### config.mk
export PLATFORM = sky130hd
export DESIGN_NAME = ltmm_mac
export DESIGN_NICKNAME = d
export VERILOG_FILES = /design/src/rtl/ltmm_pkg.sv /design/src/rtl/ltmm_mac.sv
export SDC_FILE = /design/constraint.sdc
export NUM_CORES = 2
export LEC_CHECK = 0
export BUFFER_PORTS_ARGS = -buffer_cell sky130_fd_sc_hd__buf_4
export CAP_MARGIN = 20
export CORE_MARGIN = 4
export CORE_UTILIZATION = 29
export DETAILED_ROUTE_END_ITERATION = 10
export PLACE_DENSITY_LB_ADDON = 0.3
export SLEW_MARGIN = 5
export SYNTH_ARGS = -nofsm -noshare
export SYNTH_HDL_FRONTEND = slang
export SYNTH_SLANG_ARGS = --single-unit
### constraint.sdc
create_clock -name clk -period 10.2 [get_ports clk]
set_clock_uncertainty 0.1 [all_clocks]
set_input_delay 1.53 -clock clk [delete_from_list [all_inputs] [get_ports clk]]
set_output_delay 1.53 -clock clk [all_outputs]
set_load 0.02 [all_outputs]
### src/rtl/ltmm_pkg.sv
// ----------------------------------------------------------------------------
// ltmm_pkg
// shared types, constants and helper functions of the lower-triangular
// matrix multiply unit
// ----------------------------------------------------------------------------
`default_nettype none

package ltmm_pkg;

  localparam int MAX_ORDER_DEF = 16;

  localparam int ROW_W  = 4;
  localparam int VAL_W  = 32;
  localparam int SIZE_W = 5;
  localparam int TRI_W  = 8;   // holds r*(r+1)/2 + c for any 4-bit row and column

  localparam int APB_ADDR_W = 3;
  localparam int APB_DATA_W = 32;

  localparam logic [SIZE_W-1:0] SIZE_RESET = 5'd16;

  // register index, taken from paddr[2]
  localparam logic REG_MATRIX_SIZE = 1'b0;

  localparam logic [1:0] FUNC_LOAD_B  = 2'd0;
  localparam logic [1:0] FUNC_LOAD_C  = 2'd1;
  localparam logic [1:0] FUNC_COMPUTE = 2'd2;

  typedef enum logic [1:0] {
    ST_IDLE,
    ST_ISSUE,
    ST_DRAIN,
    ST_EMIT
  } state_t;

  typedef struct packed {
    logic clear;
    logic issue;
  } mac_ctrl_t;

  typedef struct packed {
    logic [VAL_W-1:0] value;
    logic             saturated;
  } mac_result_t;

  function automatic int store_depth(input int order);
    return order * (order + 1) / 2;
  endfunction

  function automatic int addr_bits(input int depth);
    return (depth > 1) ? $clog2(depth) : 1;
  endfunction

  function automatic logic [TRI_W-1:0] tri_base(input logic [ROW_W-1:0] r);
    logic [TRI_W-1:0] rw;
    logic [TRI_W-1:0] prod;
    rw   = TRI_W'(r);
    prod = rw * (rw + TRI_W'(1));
    return prod >> 1;
  endfunction

endpackage

`default_nettype wire

### src/rtl/ltmm_mac.sv
// ----------------------------------------------------------------------------
// ltmm_mac
// shared multiply-accumulate unit: registered 32x32 product, exact wide
// accumulator, round to q16.16 and saturate
// ----------------------------------------------------------------------------
`default_nettype none

module ltmm_mac
  import ltmm_pkg::*;
#(
  parameter int MAX_ORDER = MAX_ORDER_DEF
) (
  input  wire logic                    clk,
  input  wire logic                    rst,
  input  wire mac_ctrl_t               ctrl,
  input  wire logic signed [VAL_W-1:0] b_data,
  input  wire logic signed [VAL_W-1:0] c_data,
  output mac_result_t                  result
);

  localparam int PROD_W = 2 * VAL_W;
  localparam int ACC_W  = PROD_W + 1 + $clog2(MAX_ORDER);
  localparam int Q_W    = ACC_W - 16;

  logic                     issue_d;
  logic                     prod_valid;
  logic signed [PROD_W-1:0] prod;
  logic signed [ACC_W-1:0]  acc;
  logic signed [ACC_W-1:0]  rnd;
  logic        [Q_W-1:0]    q;
  logic                     fits;

  // ram data arrives in the cycle after the read is issued
  always_ff @(posedge clk) begin
    if (rst) begin
      issue_d    <= 1'b0;
      prod_valid <= 1'b0;
    end else begin
      issue_d    <= ctrl.issue;
      prod_valid <= issue_d;
    end
  end

  always_ff @(posedge clk) begin
    if (issue_d) begin
      prod <= b_data * c_data;
    end
    if (ctrl.clear) begin
      acc <= '0;
    end else if (prod_valid) begin
      acc <= acc + {{(ACC_W-PROD_W){prod[PROD_W-1]}}, prod};
    end
  end

  // round half up at bit 15, then clip to 32 bits
  always_comb begin
    rnd  = acc + {{(ACC_W-16){1'b0}}, 1'b1, 15'b0};
    q    = rnd[ACC_W-1:16];
    fits = (&q[Q_W-1:VAL_W-1]) | ~(|q[Q_W-1:VAL_W-1]);
    result.saturated = ~fits;
    if (fits) begin
      result.value = q[VAL_W-1:0];
    end else if (q[Q_W-1]) begin
      result.value = {1'b1, {(VAL_W-1){1'b0}}};
    end else begin
      result.value = {1'b0, {(VAL_W-1){1'b1}}};
    end
  end

endmodule

`default_nettype wire

==> impl_metrics.toml <==
[clock_tree]
worstSkewPairLatency_ps = 440
ctsLongestPathBuffers = 2
cts_resized = 0
cts_buffers = 17
cts_hold_buf = 0
cts_setup_buffers = 0
cts_sinks = 135
clock-root-buffer = "clkbuf_16"
htreeDepth = 4
clk_pin_slew_worst_paths_ps = 70
cts_tree = "done"

[finish]
synthToLayoutAreaGrowth_pct = 6.98
final-seq-area_sq_um = 3350
fillerInstances = 16281
multi_input_area_sq_um = 37800
num-nets-final = 6324
drive_gt1_share_pct = 4.40

[sta]
slew_violations = 0
post-route-min-period_ps = 9400
tightest_slew_ps = 1080
finalHoldViolations = 0
finalSetupTns_ps = 0
max_freq_ghz = 0.106
slew_headroom_pct = 27.9
min_period_over_period_pct = 92.2
rsz0062_at_grt = "no"
final-setup-viol-count = 0

[floorplanning]
rows = 145
die_y_um = 406
die-area_sq_um = 165000
ios = 101
core_sq_um = 157000
floorplan.initialDensity_pct = 29.3
die_w_um = 406

[grt]
grt_max_degree = 66
grtUsageMet2_pct = 26.9
grt-ovfl-total = 0
grt_use_met3_pct = 2.07
antenna_found_initial = 10
grt_usage_pct = 16.5
top_usage_layer = "met2"
grt_pass1_wl_mm = 213
grtUsageMet1_pct = 24.2
grt_pass1_vias = 36243

[yosys]
synth_area_sq_um = 45900
yosysWarnings = 0
synth_top_area_share_pct = 47.2
yosysTopAreaCell = "fa_1"
synthArstFlopShare_pct = 0
synth_edf_count = 64
ys_seq_elements = 135
synth_area_leaders = "fa_1 47%, inv_1 8.3%, and2_1 7.1%"
synthFlopType = "dfxtp_1"
syn_inst = 5022
ys_types = 82
ys_seq_area_share_pct = 7.28
synth_nets = 6426
avgSynthCellArea_sq_um = 9.15

[place]
port_buffers = 100
hpwl_mm = 109
place.gp.congestion = 0.887

[detailed_routing]
viasPerCell = 4.76
wirelength_mm = 133
vias = 33320
detail-route-antenna-nets = 0
first_iter_violations = 2238
post-route-drc-count = 0
first_pass_iters = 6
drt-wirelength-per-cell_um = 19.0

[status]
status = "finished clean"

[hold_path]
whs_path_depth = 2
hp-class = "reg -> reg"

[setup_path]
cp-end-kind = "flop"
critical_path.max_stage_delay_ps = 890
cp-start-kind = "primary input"
crit_path_max_fanout = 32
reg2reg_depth = 14
cp_data_required_time_ps = 10280
path_cells = "buf_4, nand2_1, fa_1, fa_1, fa_1, inv_1, fa_1, fa_1, inv_1, fa_1, fa_1, fa_1, inv_1, ha_1, a21o_1, o21bai_1, a21oi_1, nor2b_1, o21ai_0, nand2b_1, a21oi_1, o41ai_2, a2111oi_0, nor3_1"
crit_arrival_ps = 9480
path_class = "in -> reg"
cp_slowest_cell = "fa_1"
crit_top_cell = "fa_1"

[run]
drv_cap = 0
-- cells in the mapped netlist, types with 10 or more instances --
library cell / instances
o21bai_1: 25
nand2b_1: 21
inv_1: 1014
and2_1: 523
clkbuf_1: 247
a21o_1: 53
xnor2_1: 114
dfxtp_1: 71
a31oi_1: 14
edfxtp_1: 64
nand3_1: 42
a41o_1: 11
nor3_1: 35
and3_1: 23
nor2b_1: 12
ha_1: 253
xor2_1: 56
nor2_1: 164
o31ai_1: 14
o21a_1: 23
a21oi_1: 162
nor4_1: 10
a211oi_1: 23
o21ai_0: 102
nand4_1: 41
fa_1: 1083
nand2_1: 629
o21ai_2: 21
o2111ai_1: 10
mux2i_1: 29
o211ai_1: 16
-- registers in the layout, summed over array words and instances (netlist names) --
name and count:
issue_d 1, prod 64, prod_valid 1, acc 69
-- stage by stage --
step | hold WS [ps] | instance area (sq um) | worst slack (ps) | cells | util (%)
detailed placement | 387 | 48500 | 320 | 6957 | 30.9
global route | 418 | 49100 | 306 | 6993 | 31.3
CTS | 397 | 49100 | 778 | 6989 | 31.3
finish | 392 | 49200 | 798 | 6996 | 31.3
global placement | 378 | 48500 | 395 | 6957 | 30.9
floorplan | 363 | 45900 | 805 | 5022 | -
-- routing by layer --
metal | share of wire (%) | vias to the layer above
met3 | 5.6 | 78
met1 | 48 | 17418
li1 | - | 15044
met2 | 46 | 776
met4 | 0.91 | 4
met5 | 0.011 | -
-- path summary, 6_finish.rpt --
check | from | end | slack [ps]
max | c_data[8] | prod[63] | 800
min | acc[14] | acc[14] | 390
max reg2reg | prod[0] | acc[64] | 6060
min reg2reg | acc[14] | acc[14] | 390
-- placed cells by master, fill, tap and decap left out, drive strengths merged, types with 71 or more instances in the layout --
cell,synthesis,layout
a21oi,162,162
xnor2,114,114
buf,12,137
nor2,164,164
fa,1083,1083
dfxtp,71,71
o21ai,128,128
and2,525,525
ha,253,253
inv,1014,1024
nand2,629,629
-- logic make-up (layout without fill, tap and decap cells) --
group                      Yosys count  count (layout)  share of synthesized area, %
and+or+nand+nor                   1544            1544                          16.7
adders and majority gates         1336            1336                          54.1
buffers and inverters             1273            1184                          10.5
AOI/OAI and AO/OA                  534             534                          7.57
xor gates and xnor gates           170             170                          3.24
DFF                                135             135                          7.28
muxes                               30              30                         0.656
other                                0               5                             0
-- cell type report --
class	instances	share of cell area, %
Tap cell	2058	5.24
Clock inverter	15	0.311
Inverter	1014	7.74
Clock buffer	17	0.865
Sequential cell	135	6.81
Multi-Input combinational cell	3614	76.9
Timing Repair Buffer	138	2.11
Antenna cell	5	0.0255
-- critical path: cells and delay by family --
| kind | cells | cell delay [ps] |
|---|---|---|
| buffers and inverters | 4 | 690 |
| adders and majority gates | 9 | 5120 |
| and+or+nand+nor | 4 | 480 |
| AOI/OAI and AO/OA | 7 | 1590 |
Power is left out: the tool's default activity adds up to more than one toggle a clock period on the data nets, which glitch-free logic cannot reach.
