--- src/rtl/ltmm_pkg.sv ---
// ----------------------------------------------------------------------------
// ltmm_pkg
// shared types, constants and helper functions of the lower-triangular
// matrix multiply unit
// ----------------------------------------------------------------------------
`default_nettype none

package ltmm_pkg;

  localparam int MAX_ORDER_DEF = 16;

  localparam int ROW_W  = 4;
  localparam int VAL_W  = 32;
  localparam int SIZE_W = 5;
  localparam int TRI_W  = 8;   // holds r*(r+1)/2 + c for any 4-bit row and column

  localparam int APB_ADDR_W = 3;
  localparam int APB_DATA_W = 32;

  localparam logic [SIZE_W-1:0] SIZE_RESET = 5'd16;

  // register index, taken from paddr[2]
  localparam logic REG_MATRIX_SIZE = 1'b0;

  localparam logic [1:0] FUNC_LOAD_B  = 2'd0;
  localparam logic [1:0] FUNC_LOAD_C  = 2'd1;
  localparam logic [1:0] FUNC_COMPUTE = 2'd2;

  typedef enum logic [1:0] {
    ST_IDLE,
    ST_ISSUE,
    ST_DRAIN,
    ST_EMIT
  } state_t;

  typedef struct packed {
    logic clear;
    logic issue;
  } mac_ctrl_t;

  typedef struct packed {
    logic [VAL_W-1:0] value;
    logic             saturated;
  } mac_result_t;

  function automatic int store_depth(input int order);
    return order * (order + 1) / 2;
  endfunction

  function automatic int addr_bits(input int depth);
    return (depth > 1) ? $clog2(depth) : 1;
  endfunction

  function automatic logic [TRI_W-1:0] tri_base(input logic [ROW_W-1:0] r);
    logic [TRI_W-1:0] rw;
    logic [TRI_W-1:0] prod;
    rw   = TRI_W'(r);
    prod = rw * (rw + TRI_W'(1));
    return prod >> 1;
  endfunction

endpackage

`default_nettype wire

--- src/rtl/ltmm_ctrl.sv ---
// ----------------------------------------------------------------------------
// ltmm_ctrl
// sequencer: input transactions, store writes, read address walk for each
// element of a row, and the result register
// ----------------------------------------------------------------------------
`default_nettype none

module ltmm_ctrl
  import ltmm_pkg::*;
#(
  parameter int MAX_ORDER = MAX_ORDER_DEF
) (
  input  wire logic                                    clk,
  input  wire logic                                    rst,
  input  wire logic [SIZE_W-1:0]                       matrix_size,
  // input channel
  input  wire logic                                    in_valid,
  output logic                                         in_stall,
  input  wire logic [1:0]                              func,
  input  wire logic [ROW_W-1:0]                        row,
  input  wire logic [ROW_W-1:0]                        col,
  // stores
  output logic                                         b_we,
  output logic                                         c_we,
  output logic [addr_bits(store_depth(MAX_ORDER))-1:0] waddr,
  output logic                                         re,
  output logic [addr_bits(store_depth(MAX_ORDER))-1:0] b_raddr,
  output logic [addr_bits(store_depth(MAX_ORDER))-1:0] c_raddr,
  // shared mac
  output mac_ctrl_t                                    mac_ctrl,
  input  wire mac_result_t                             mac_result,
  // output channel
  output logic                                         out_valid,
  input  wire logic                                    out_stall,
  output logic [ROW_W-1:0]                             out_row,
  output logic [ROW_W-1:0]                             out_col,
  output logic [VAL_W-1:0]                             out_value,
  output logic                                         out_last,
  output logic                                         out_saturated,
  output logic                                         out_error
);

  localparam int AW = addr_bits(store_depth(MAX_ORDER));

  state_t           state;
  state_t           state_next;
  logic [ROW_W-1:0] i;
  logic [ROW_W-1:0] j;
  logic [ROW_W-1:0] k;
  logic [TRI_W-1:0] base_i;
  logic [TRI_W-1:0] tri_j;
  logic [TRI_W-1:0] b_addr;
  logic [TRI_W-1:0] c_addr;
  logic             err;
  logic             drain;

  logic             accept;
  logic             row_ok;
  logic             load_ok;
  logic             out_free;
  logic [TRI_W-1:0] load_addr;

  assign accept    = in_valid & ~in_stall;
  assign row_ok    = (int'(row) < int'(matrix_size)) && (int'(row) < MAX_ORDER);
  assign load_ok   = (int'(row) < MAX_ORDER) && (col <= row);
  assign out_free  = ~out_valid | ~out_stall;
  assign load_addr = tri_base(row) + TRI_W'(col);

  // next state
  always_comb begin
    state_next = state;
    unique case (state)
      ST_IDLE: begin
        if (accept && func == FUNC_COMPUTE) begin
          state_next = row_ok ? ST_ISSUE : ST_EMIT;
        end
      end
      ST_ISSUE: begin
        if (k == i) begin
          state_next = ST_DRAIN;
        end
      end
      ST_DRAIN: begin
        if (drain) begin
          state_next = ST_EMIT;
        end
      end
      ST_EMIT: begin
        if (out_free) begin
          state_next = (err || j == i) ? ST_IDLE : ST_ISSUE;
        end
      end
      default: state_next = ST_IDLE;
    endcase
  end

  // outputs
  always_comb begin
    in_stall       = 1'b1;
    re             = 1'b0;
    mac_ctrl.issue = 1'b0;
    mac_ctrl.clear = 1'b0;
    unique case (state)
      ST_IDLE:  in_stall = 1'b0;
      ST_ISSUE: begin
        re             = 1'b1;
        mac_ctrl.issue = 1'b1;
        mac_ctrl.clear = (k == j);
      end
      ST_DRAIN: in_stall = 1'b1;
      ST_EMIT:  in_stall = 1'b1;
      default:  in_stall = 1'b1;
    endcase
  end

  assign b_we    = accept && func == FUNC_LOAD_B && load_ok;
  assign c_we    = accept && func == FUNC_LOAD_C && load_ok;
  assign waddr   = AW'(load_addr);
  assign b_raddr = AW'(b_addr);
  assign c_raddr = AW'(c_addr);

  always_ff @(posedge clk) begin
    if (rst) begin
      state <= ST_IDLE;
    end else begin
      state <= state_next;
    end
  end

  // address walk: b steps by one, c steps down a column by k+1
  always_ff @(posedge clk) begin
    unique case (state)
      ST_IDLE: begin
        if (accept) begin
          i      <= row;
          base_i <= tri_base(row);
          j      <= '0;
          k      <= '0;
          tri_j  <= '0;
          b_addr <= tri_base(row);
          c_addr <= '0;
          err    <= ~row_ok;
        end
      end
      ST_ISSUE: begin
        k      <= k + ROW_W'(1);
        b_addr <= b_addr + TRI_W'(1);
        c_addr <= c_addr + TRI_W'(k) + TRI_W'(1);
        drain  <= 1'b0;
      end
      ST_DRAIN: drain <= 1'b1;
      ST_EMIT: begin
        if (out_free) begin
          j      <= j + ROW_W'(1);
          k      <= j + ROW_W'(1);
          tri_j  <= tri_j + TRI_W'(j) + TRI_W'(1);
          b_addr <= base_i + TRI_W'(j) + TRI_W'(1);
          c_addr <= tri_j + TRI_W'(j) + TRI_W'(j) + TRI_W'(2);
        end
      end
      default: drain <= 1'b0;
    endcase
  end

  // result register
  always_ff @(posedge clk) begin
    if (rst) begin
      out_valid <= 1'b0;
    end else if (state == ST_EMIT && out_free) begin
      out_valid <= 1'b1;
    end else if (~out_stall) begin
      out_valid <= 1'b0;
    end
  end

  always_ff @(posedge clk) begin
    if (state == ST_EMIT && out_free) begin
      out_row <= i;
      if (err) begin
        out_col       <= '0;
        out_value     <= '0;
        out_last      <= 1'b1;
        out_saturated <= 1'b0;
        out_error     <= 1'b1;
      end else begin
        out_col       <= j;
        out_value     <= mac_result.value;
        out_last      <= (j == i);
        out_saturated <= mac_result.saturated;
        out_error     <= 1'b0;
      end
    end
  end

endmodule

`default_nettype wire

--- config.mk ---
export PLATFORM = sky130hd
export DESIGN_NAME = ltmm_ctrl
export DESIGN_NICKNAME = d
export VERILOG_FILES = /design/src/rtl/ltmm_pkg.sv /design/src/rtl/ltmm_ctrl.sv
export SDC_FILE = /design/constraint.sdc
export NUM_CORES = 1
export LEC_CHECK = 0
export ABC_AREA = 1
export BUFFER_PORTS_ARGS = -buffer_cell sky130_fd_sc_hd__buf_2
export CORE_MARGIN = 2
export CORE_UTILIZATION = 55
export CTS_BUF_LIST = sky130_fd_sc_hd__clkbuf_8
export CTS_CLUSTER_SIZE = 20
export DETAILED_ROUTE_END_ITERATION = 8
export GPL_ROUTABILITY_DRIVEN = 0
export PLACE_DENSITY = 0.8
export SYNTH_ARGS = -nofsm -noshare
export SYNTH_HDL_FRONTEND = slang
export SYNTH_SLANG_ARGS = --single-unit
--- constraint.sdc ---
create_clock -name clk -period 8.9 [get_ports clk]
set_input_delay 0.445 -clock clk [delete_from_list [all_inputs] [get_ports clk]]
set_output_delay 0.445 -clock clk [all_outputs]
set_load 0.02 [all_outputs]
==> results.md <==
- Outcome: complete, no violations
- Switching fraction of total power: a little under half
- RSZ-0062 raised after global routing: false
- Final WL: 12,800 µm
- Asr flop ratio synth: 0%
- P&R area growth vs syn: 16.0%
- Total Routing Usage GR: a little under a quarter
- Reg clk slew, reported paths: 0.10 ns
- Final core utilization: between 60% and 70%
- Avg Inst Size Synth: 8.99 µm²
- Max cap viols: 0
- Sequential share of the synthesized area: 46.2%
- CTS tree: yes
- Leading area contributor after synthesis: edfxtp_1
- Largest net degree at the start of global routing: 44
- Core Area: slightly above 10,000 µm²
- Slew margin rel.: 18.3%
- Deepest clock path buffer count: 2
- Diodes inserted: 0
- Post-CTS Resized: 0
- Remaining DRCs: 0
- Post-synth EDFFs: 88
- Setup TNS: 0 ns
- Initial DRC Count: around 240
- First-pass GRT wire length: 21,300 µm
- Post-synth top flop: edfxtp_1
- Critical setup path kind: in -> out
- Syn Inst Count: ~650
- Initial core utilization: 56.7%
- Port Buffer Count: 125
- DIE HEIGHT: 107 µm
- Antenna-violating nets left: 0
- Die W: 107 µm
- Clock Skew: 0.0114 ns
- H-tree Lvls: 3
- Row cnt: 37
- Distinct cells, synth: 42
- Worst-path fanout max: 10
- CP Launch Type: input port
- Initial antenna violation count: 0
- DR vias: a little under 5k
- Combinational group share of total power: 48.6%
- Via-to-Cell Ratio: 5.30
- FMAX: 0.216 GHz
- Drt first pass iters: 5
- CP max-delay cell: fa_1
- Final min period: 4.62 ns
- Top-count cell post-synth: nand2_1
- CP cell instances: buf_2, ha_1, inv_1, ha_1, inv_1, nand2_1, fa_1, inv_1, fa_1, fa_1, ha_1, nand3_1, nand3_1, a21oi_1, nor2_1, xor2_1, buf_2
- Die ar.: 11,500 µm²
- Clock Sinks: 91
- Cts hold-fix bufs: 0
- Hold Vio Cnt, Final: 0
- Largest cells by area after synthesis: edfxtp_1, ha_1, nand2_1
- Clock Latency Late Sink: 0.37 ns
- Synth Cell Area: ~5900 µm²
- HP Class: in -> reg
- Root Driver: clkbuf_8
- Crit-path max cell delay: around 0.54 ns
- Setup crit end kind: primary output
- WP data arrival: 4.17 ns
- Delay-heaviest family, CP: adder cells
- Postcts setup bufs: 0
- Yosys reg bits: 91
- Post-Syn Nets: 767
- Total grt overflow: 0
- Worst slew pin tran: about 1.2 ns
- Final HPWL DP: 9770 µm
- Final period util: 51.9%
- Inserted Clock Buffers: 9
- Worst path required time: 8.46 ns
- Final net count: 893
- Layout cells sized above 1: around a fifth
- Ys Warns: 0
- Setup violations, final: 0
- Internal power: 0.00106 W
- Commonest cells post-synth: nand2_1, inv_1, edfxtp_1
- Sequential power share: 37.9%
- Final Max Tran Viols: 0
- Net Switching: approximately 0.0009 W
- Power Dens Cells: 286 nW/µm²
- Leakage: ~3.4 nW
- Max VDD drop: about 0.11 mV
- Drt wl/cell: 14.0 µm
- Vias in the first global route: roughly 4.8k
- Synth top area share: ~45%
- IO Count: ~130
- Worst path bufs/invs: 5
- Clock power frac: 13.5%
## stage by stage
| stage | setup WS (ns) | hold WS, ns | area, µm² | power [W] | instances |
|---|---|---|---|---|---|
| 6_report | 4.28 | 0.247 | 6800 | 0.00194 | 918 |
| 3_3_place_gp | 4.46 | 0.472 | 6620 | 0.00163 | 902 |
| 3_5_place_dp | 4.30 | 0.484 | 6620 | 0.00168 | 902 |
| 4_1_cts | 4.30 | 0.240 | 6800 | 0.00194 | 918 |
| 5_1_grt | 4.04 | 0.235 | 6800 | 0.00210 | 918 |
| 2_1_floorplan | 4.70 | 0.448 | 5860 | 0.00141 | 651 |
## state kept, by name, summed over array words and instances, names as in the netlist, 2 cells and up
signal     flops
out_value     32
b_raddr        8
c_raddr        8
tri_j          8
base_i         7
i              4
j              4
k              4
out_col        4
out_row        4
state          2
## layout by cell type, fill, tap and decap left out, types with 5 or more instances in the layout
| cell | n |
|---|---|
| nand2_1 | 129 |
| buf_2 | 125 |
| inv_1 | 119 |
| edfxtp_1 | 88 |
| nor2_1 | 73 |
| ha_1 | 53 |
| nand3_1 | 36 |
| a21oi_1 | 28 |
| o21ai_0 | 24 |
| xor2_1 | 12 |
| fa_1 | 11 |
| clkbuf_8 | 9 |
| nand4_1 | 7 |
| xnor2_1 | 6 |
| o22ai_1 | 5 |
## path summary, 6_finish.rpt
path / slack, ns / endpoint / depth (start not counted) / startpoint
max: 4.28 / waddr[5] / 17 / row[0]
max reg2reg: 5.64 / c_raddr[6] / 15 / j[2]
min reg2reg: 0.50 / out_valid / 2 / out_valid
min: 0.25 / out_valid / 2 / rst
## power groups by stage
stage	registers, W	clock network, W	logic [W]
6_report	0.000737	0.000262	0.000945
5_1_grt	0.000752	0.000280	0.00107
4_1_cts	0.000734	0.000264	0.000941
3_5_place_dp	0.000744	0	0.000933
3_3_place_gp	0.000738	0	0.000896
2_1_floorplan	0.000765	0	0.000649
## routing by layer
layer | global-route usage (%) | wire [µm]
met1 | 26.8 | 5030
met2 | 42.0 | 6740
met3 | 4.68 | 715
met4 | 10.7 | 326
met5 | 0 | 0
## worst reg2reg max path: cells and delay by family, from the launching register on
family / cells / cell delay (ns)
buf+inv: 1 / 0.11
simple gates: 10 / 1.00
fa+ha+maj: 3 / 1.08
compound gates: 1 / 0.23
flops: 1 / 0.60
## cell families (layout without fill, tap and decap cells)
group | Yosys count | count (layout) | share of synthesized area, %
AO/OA/AOI/OAI | 74 | 74 | 7.12
XOR/XNOR | 19 | 19 | 2.97
adder cells (fa/ha/maj) | 64 | 64 | 15.1
buffers and inverters | 135 | 266 | 8.85
flip-flops | 91 | 91 | 46.2
AND/OR/NAND/NOR | 268 | 268 | 19.8
## final cells by class
cell class	instances	area, µm²
Tap cell	136	170
Inverter	124	465
Clock inverter	7	53.8
Sequential cell	91	2700
Clock buffer	9	124
Multi-Input combinational cell	425	2650
Timing Repair Buffer	126	633
Fill cell	812	3530
(Power assumes the default switching activity.)
